<file path="src/rtl/pqmh_pkg.sv">
// ----------------------------------------------------------------------------
// pqmh_pkg: shared types and constants of the periodic query heap
// Entry layout, status codes, operation codes and the controller/datapath
// command and status bundles.
// ----------------------------------------------------------------------------
package pqmh_pkg;

    localparam int DEF_CAPACITY = 1024;

    localparam int ID_W   = 16;
    localparam int PER_W  = 16;
    localparam int TIME_W = 40;
    localparam int STAT_W = 2;

    // Operation codes of an input item.
    localparam logic OP_INSERT = 1'b0;
    localparam logic OP_POP    = 1'b1;

    // Status codes of a result item.
    localparam logic [STAT_W-1:0] ST_INSERTED = 2'd0;
    localparam logic [STAT_W-1:0] ST_POPPED   = 2'd1;
    localparam logic [STAT_W-1:0] ST_EMPTY    = 2'd2;
    localparam logic [STAT_W-1:0] ST_FULL     = 2'd3;

    // One heap entry. The key is {due, id}.
    typedef struct packed {
        logic [TIME_W-1:0] due;
        logic [ID_W-1:0]   id;
        logic [PER_W-1:0]  period;
    } t_entry;

    // Commands from the controller to the datapath.
    typedef struct packed {
        logic accept;     // latch the input item
        logic rd_up;      // read the parent of the hole
        logic rd_root;    // read the root
        logic rd_down;    // read both children of the hole
        logic take_root;  // load the root into the moving entry, record result
        logic place;      // write the moving entry into the hole
        logic step_up;    // move the parent down into the hole
        logic step_down;  // move the smaller child up into the hole
        logic out_load;   // hand the result to the output register
    } t_cmd;

    // Status from the datapath to the controller.
    typedef struct packed {
        logic full;
        logic empty;
        logic at_root;
        logic leaf;
        logic up_less;
        logic down_go;
        logic out_free;
    } t_stat;

    function automatic logic key_lt(input t_entry a, input t_entry b);
        return {a.due, a.id} < {b.due, b.id};
    endfunction

endpackage

</file>
<file path="src/rtl/pqmh_ctrl.sv">
// ----------------------------------------------------------------------------
// pqmh_ctrl: sequencer of the periodic query heap
// Walks an insert up or a pop down the heap one level at a time, through a check and a compare state per level.
// ----------------------------------------------------------------------------
module pqmh_ctrl
    import pqmh_pkg::*;
(
    input  logic  i_clk,
    input  logic  i_rst_n,
    input  logic  i_valid,
    input  logic  i_operation,
    output logic  o_stall,
    input  t_stat i_stat,
    output t_cmd  o_cmd
);

    typedef enum logic [7:0] {
        S_IDLE     = 8'b0000_0001,
        S_UP_CHK   = 8'b0000_0010,
        S_UP_CMP   = 8'b0000_0100,
        S_POP_RD   = 8'b0000_1000,
        S_POP_ROOT = 8'b0001_0000,
        S_DN_CHK   = 8'b0010_0000,
        S_DN_CMP   = 8'b0100_0000,
        S_FIN      = 8'b1000_0000
    } t_state;

    t_state r_state;
    t_state n_state;

    assign o_stall = (r_state != S_IDLE);

    always_comb begin
        n_state = r_state;
        o_cmd   = '0;
        case (r_state)
            S_IDLE: begin
                if (i_valid) begin
                    o_cmd.accept = 1'b1;
                    if (i_operation == OP_INSERT) begin
                        n_state = i_stat.full ? S_FIN : S_UP_CHK;
                    end else begin
                        n_state = i_stat.empty ? S_FIN : S_POP_RD;
                    end
                end
            end
            S_UP_CHK: begin
                if (i_stat.at_root) begin
                    o_cmd.place = 1'b1;
                    n_state     = S_FIN;
                end else begin
                    o_cmd.rd_up = 1'b1;
                    n_state     = S_UP_CMP;
                end
            end
            S_UP_CMP: begin
                if (i_stat.up_less) begin
                    o_cmd.step_up = 1'b1;
                    n_state       = S_UP_CHK;
                end else begin
                    o_cmd.place = 1'b1;
                    n_state     = S_FIN;
                end
            end
            S_POP_RD: begin
                o_cmd.rd_root = 1'b1;
                n_state       = S_POP_ROOT;
            end
            S_POP_ROOT: begin
                o_cmd.take_root = 1'b1;
                n_state         = S_DN_CHK;
            end
            S_DN_CHK: begin
                if (i_stat.leaf) begin
                    o_cmd.place = 1'b1;
                    n_state     = S_FIN;
                end else begin
                    o_cmd.rd_down = 1'b1;
                    n_state       = S_DN_CMP;
                end
            end
            S_DN_CMP: begin
                if (i_stat.down_go) begin
                    o_cmd.step_down = 1'b1;
                    n_state         = S_DN_CHK;
                end else begin
                    o_cmd.place = 1'b1;
                    n_state     = S_FIN;
                end
            end
            S_FIN: begin
                if (i_stat.out_free) begin
                    o_cmd.out_load = 1'b1;
                    n_state        = S_IDLE;
                end
            end
            default: begin
                n_state = S_IDLE;
            end
        endcase
    end

    always_ff @(posedge i_clk) begin
        if (!i_rst_n) begin
            r_state <= S_IDLE;
        end else begin
            r_state <= n_state;
        end
    end

endmodule

</file>
<file path="config.mk">
export PLATFORM = sky130hd
export DESIGN_NAME = pqmh_ctrl
export DESIGN_NICKNAME = d
export VERILOG_FILES = /design/src/rtl/pqmh_pkg.sv /design/src/rtl/pqmh_ctrl.sv
export SDC_FILE = /design/constraint.sdc
export NUM_CORES = 1
export LEC_CHECK = 0
export BUFFER_PORTS_ARGS = -buffer_cell sky130_fd_sc_hd__buf_2
export CAP_MARGIN = 20
export CORE_AREA = 2 2 39 41
export CTS_BUF_LIST = sky130_fd_sc_hd__clkbuf_8
export CTS_CLUSTER_SIZE = 10
export DETAILED_ROUTE_END_ITERATION = 16
export DIE_AREA = 0 0 41 43
export PLACE_DENSITY = 0.69
export SYNTH_ARGS = -nofsm -noshare
export SYNTH_HDL_FRONTEND = slang
export SYNTH_SLANG_ARGS = --single-unit
export TNS_END_PERCENT = 50
</file>
<file path="constraint.sdc">
create_clock -name i_clk -period 3.45 [get_ports i_clk]
set_input_delay 0.69 -clock i_clk [delete_from_list [all_inputs] [get_ports i_clk]]
set_output_delay 0.69 -clock i_clk [all_outputs]
set_load 0.05 [all_outputs]
</file>
==> impl_metrics.csv <==
group,metric,value,unit
status,status,"complete, no violations",
final_layout,layout_common_cells,"20 x buf_2, 13 x nor2_1, 8 x dfxtp_1",
final_layout,drive_gt1_share,35.0,%
die,core,1380,µm²
logic_synthesis,yosysWarnings,0,
sta,fin_tns_setup,0,ns
worst_setup_path,cp.depth,5,
global_routing,grt_pass1_wl,1870,µm
logic_synthesis,synth_area,487,µm²
drt,routedWlPerCell,11.8,µm
drt,firstDrtPassIters,4,
die,num_rows,14,
final_layout,largest_reg_flops,8,
worst_setup_path,path_buf_inv,1,
clock_tree,post_cts_resized,0,
logic_synthesis,seq_area_frac_synth,32.9,%
pwr,power,0.000326,W
final_layout,n_fill_cell,143,
clock_tree,cts_setup_buffers,0,
clock_tree,clock-sinks,8,
worst_setup_path,cp.required,2.76,ns
logic_synthesis,syn_nets,68,
pwr,leakage,0.339,nW
worst_setup_path,worstSetupStartpointType,"flop",
logic_synthesis,yosysTopAreaCellShare,32.9,%
final_layout,top_regs,"r_state x8",
sta,finalCritPeriodShare,73.3,%
drt,wl,1130,µm
clock_tree,insertion_delay,0.23,ns
clock_tree,tritoncts,"built",
global_routing,grt_overflow_total,0,
worst_hold_path,hold_path_class,"flop to flop",
clock_tree,cts_max_level,1,
sta,slew_headroom,72.7,%
sta,slew_violations,0,
final_layout,fin_nets,93,
logic_synthesis,synthCells,57,
worst_setup_path,crit_path_end_kind,"primary output",
place,gp_congestion,0.773,
final_layout,n_antenna_cell,0,
worst_setup_path,reg2reg_depth,6,
drt,drc,0,
final_layout,final_common_cell,"buf_2",
logic_synthesis,synth_seq_cells,8,
die,die_area,1760,µm²
drt,viasPerCell,5.25,
sta,hold_viol_final,0,
final_layout,syn2layout_area_growth,33.2,%
worst_hold_path,worstHoldPathCells,2,
drt,vias,504,
pwr,peakVddDrop,0.275,mV
clock_tree,numCtsBuffers,3,
flow_run,maxCapViolCount,0,
sta,setup_viol,0,
global_routing,grt_pass1_vias,459,
logic_synthesis,avgSynthCellArea,8.54,µm²
clock_tree,cts_buffer_depth,2,
worst_setup_path,crit_family,"simple AND/OR/NAND/NOR gates",
clock_tree,clkSlewWorstSetupHoldPaths,0.04,ns
sta,worstMarginPinSlew,0.407,ns
die,num_io_pins,21,
place,port_buffers,20,
sta,period_minus_slack,2.53,ns
sta,rsz0062_at_grt,"false",
logic_synthesis,yosys.area.top_type,"dfxtp_1",
place,dp_hpwl,934,µm
die,start_util,35.2,%
worst_setup_path,cp_slowest_cell,"nor4_2",
final_layout,top_register,"r_state",
logic_synthesis,yosys-top-cells-area,"dfxtp_1 33%, nand4b_1 11%, nor2_1 10%",
global_routing,grt_max_degree,9,
drt,ant_nets,0,
pwr,power_density,503,nW/µm²
sta,clock.fmax,0.395,GHz
global_routing,track_usage,16.2,%
worst_setup_path,slowest_delay,0.44,ns
drt,drt_iter0_markers,4,
logic_synthesis,ys_types,21,
clock_tree,cts-root-buf,"clkbuf_8",
worst_setup_path,path_class,"flop to primary output",
sta,finClkSkew,0.00453,ns
clock_tree,cts_hold_buf,0,
die,die_y,43,µm
global_routing,grt_antenna_before_repair,0,
worst_setup_path,critical_path_peak_fanout,4,
worst_setup_path,crit_arrival,1.84,ns
die,floorplan.die.width,41,µm
worst_setup_path,worstPathCellList,"nor4_2 -> nand4b_1 -> o22ai_1 -> or2_2 -> buf_2",
-- area by class of cell --
type | instances | area [µm²] | share of cell area (%)
inverters | 7 | 26.3 | 4.05
well taps | 16 | 20.0 | 3.09
clock buffers | 3 | 41.3 | 6.37
multi-input cells | 42 | 300 | 46.3
repair buffers | 20 | 100 | 15.4
flip-flops and latches | 8 | 160 | 24.7
-- worst reg2reg max path: stages (launching register included) --
cell	delay, ns
dfxtp_1	0.33
nor4_2	0.44
nand4b_1	0.21
o22ai_1	0.24
nor3_1	0.10
o32ai_1	0.20
and2_1	0.14
-- path summary, 6_finish.rpt --
path	to	slack (ns)	from
worst min-delay path	r_state[3]	0.63	r_state[0]
worst max register to register	r_state[7]	1.73	r_state[4]
worst min register to register	r_state[3]	0.63	r_state[0]
worst max-delay path	o_cmd[3]	0.92	r_state[4]
-- cell families (layout without fill, tap and decap cells) --
family / after synthesis / in the layout / share of synthesized area [%]
DFF: 8 / 8 / 32.9
AOI/OAI and AO/OA: 6 / 6 / 9.00
muxes: 1 / 1 / 2.06
and+or+nand+nor: 35 / 35 / 50.6
buffers and inverters: 7 / 30 / 5.40
-- per-stage QoR --
step / cells / hold WS [ns] / setup WS, ns / utilization, % / instance area [µm²]
2_1_floorplan: 57 / 0.664 / 0.806 / - / 487
3_3_place_gp: 93 / 0.626 / 1.15 / 43.9 / 607
3_5_place_dp: 93 / 0.625 / 1.18 / 43.9 / 607
4_1_cts: 96 / 0.630 / 0.924 / 46.8 / 648
5_1_grt: 96 / 0.644 / 0.746 / 46.8 / 648
6_report: 96 / 0.629 / 0.920 / 46.8 / 648
-- power by group --
part	switching [W]	leakage [nW]	internal (W)	total [W]
clock network	0.0000365	0.0216	0.0000755	0.000112
logic	0.0000675	0.253	0.0000396	0.000107
registers	0.00000803	0.0649	0.0000992	0.000107
total	0.000112	0.339	0.000214	0.000326
-- per-layer routing --
metal | global-route usage, % | part of all wire (%)
met1 | 20.6 | 46
met2 | 22.8 | 50
met3 | 3.14 | 4.5
met4 | 12.0 | 0
met5 | 0 | 0
-- cells in the mapped netlist, drive strengths merged --
library cell / count
nor2: 13
and2: 4
nor4: 3
o22ai: 2
o21ai: 1
nand4b: 7
nor4b: 1
and4b: 1
inv: 7
o211a: 1
o32ai: 1
nand2: 1
or2: 1
mux2i: 1
o21a: 1
nor3: 3
dfxtp: 8
nand4: 1
(Power assumes the default switching activity.)
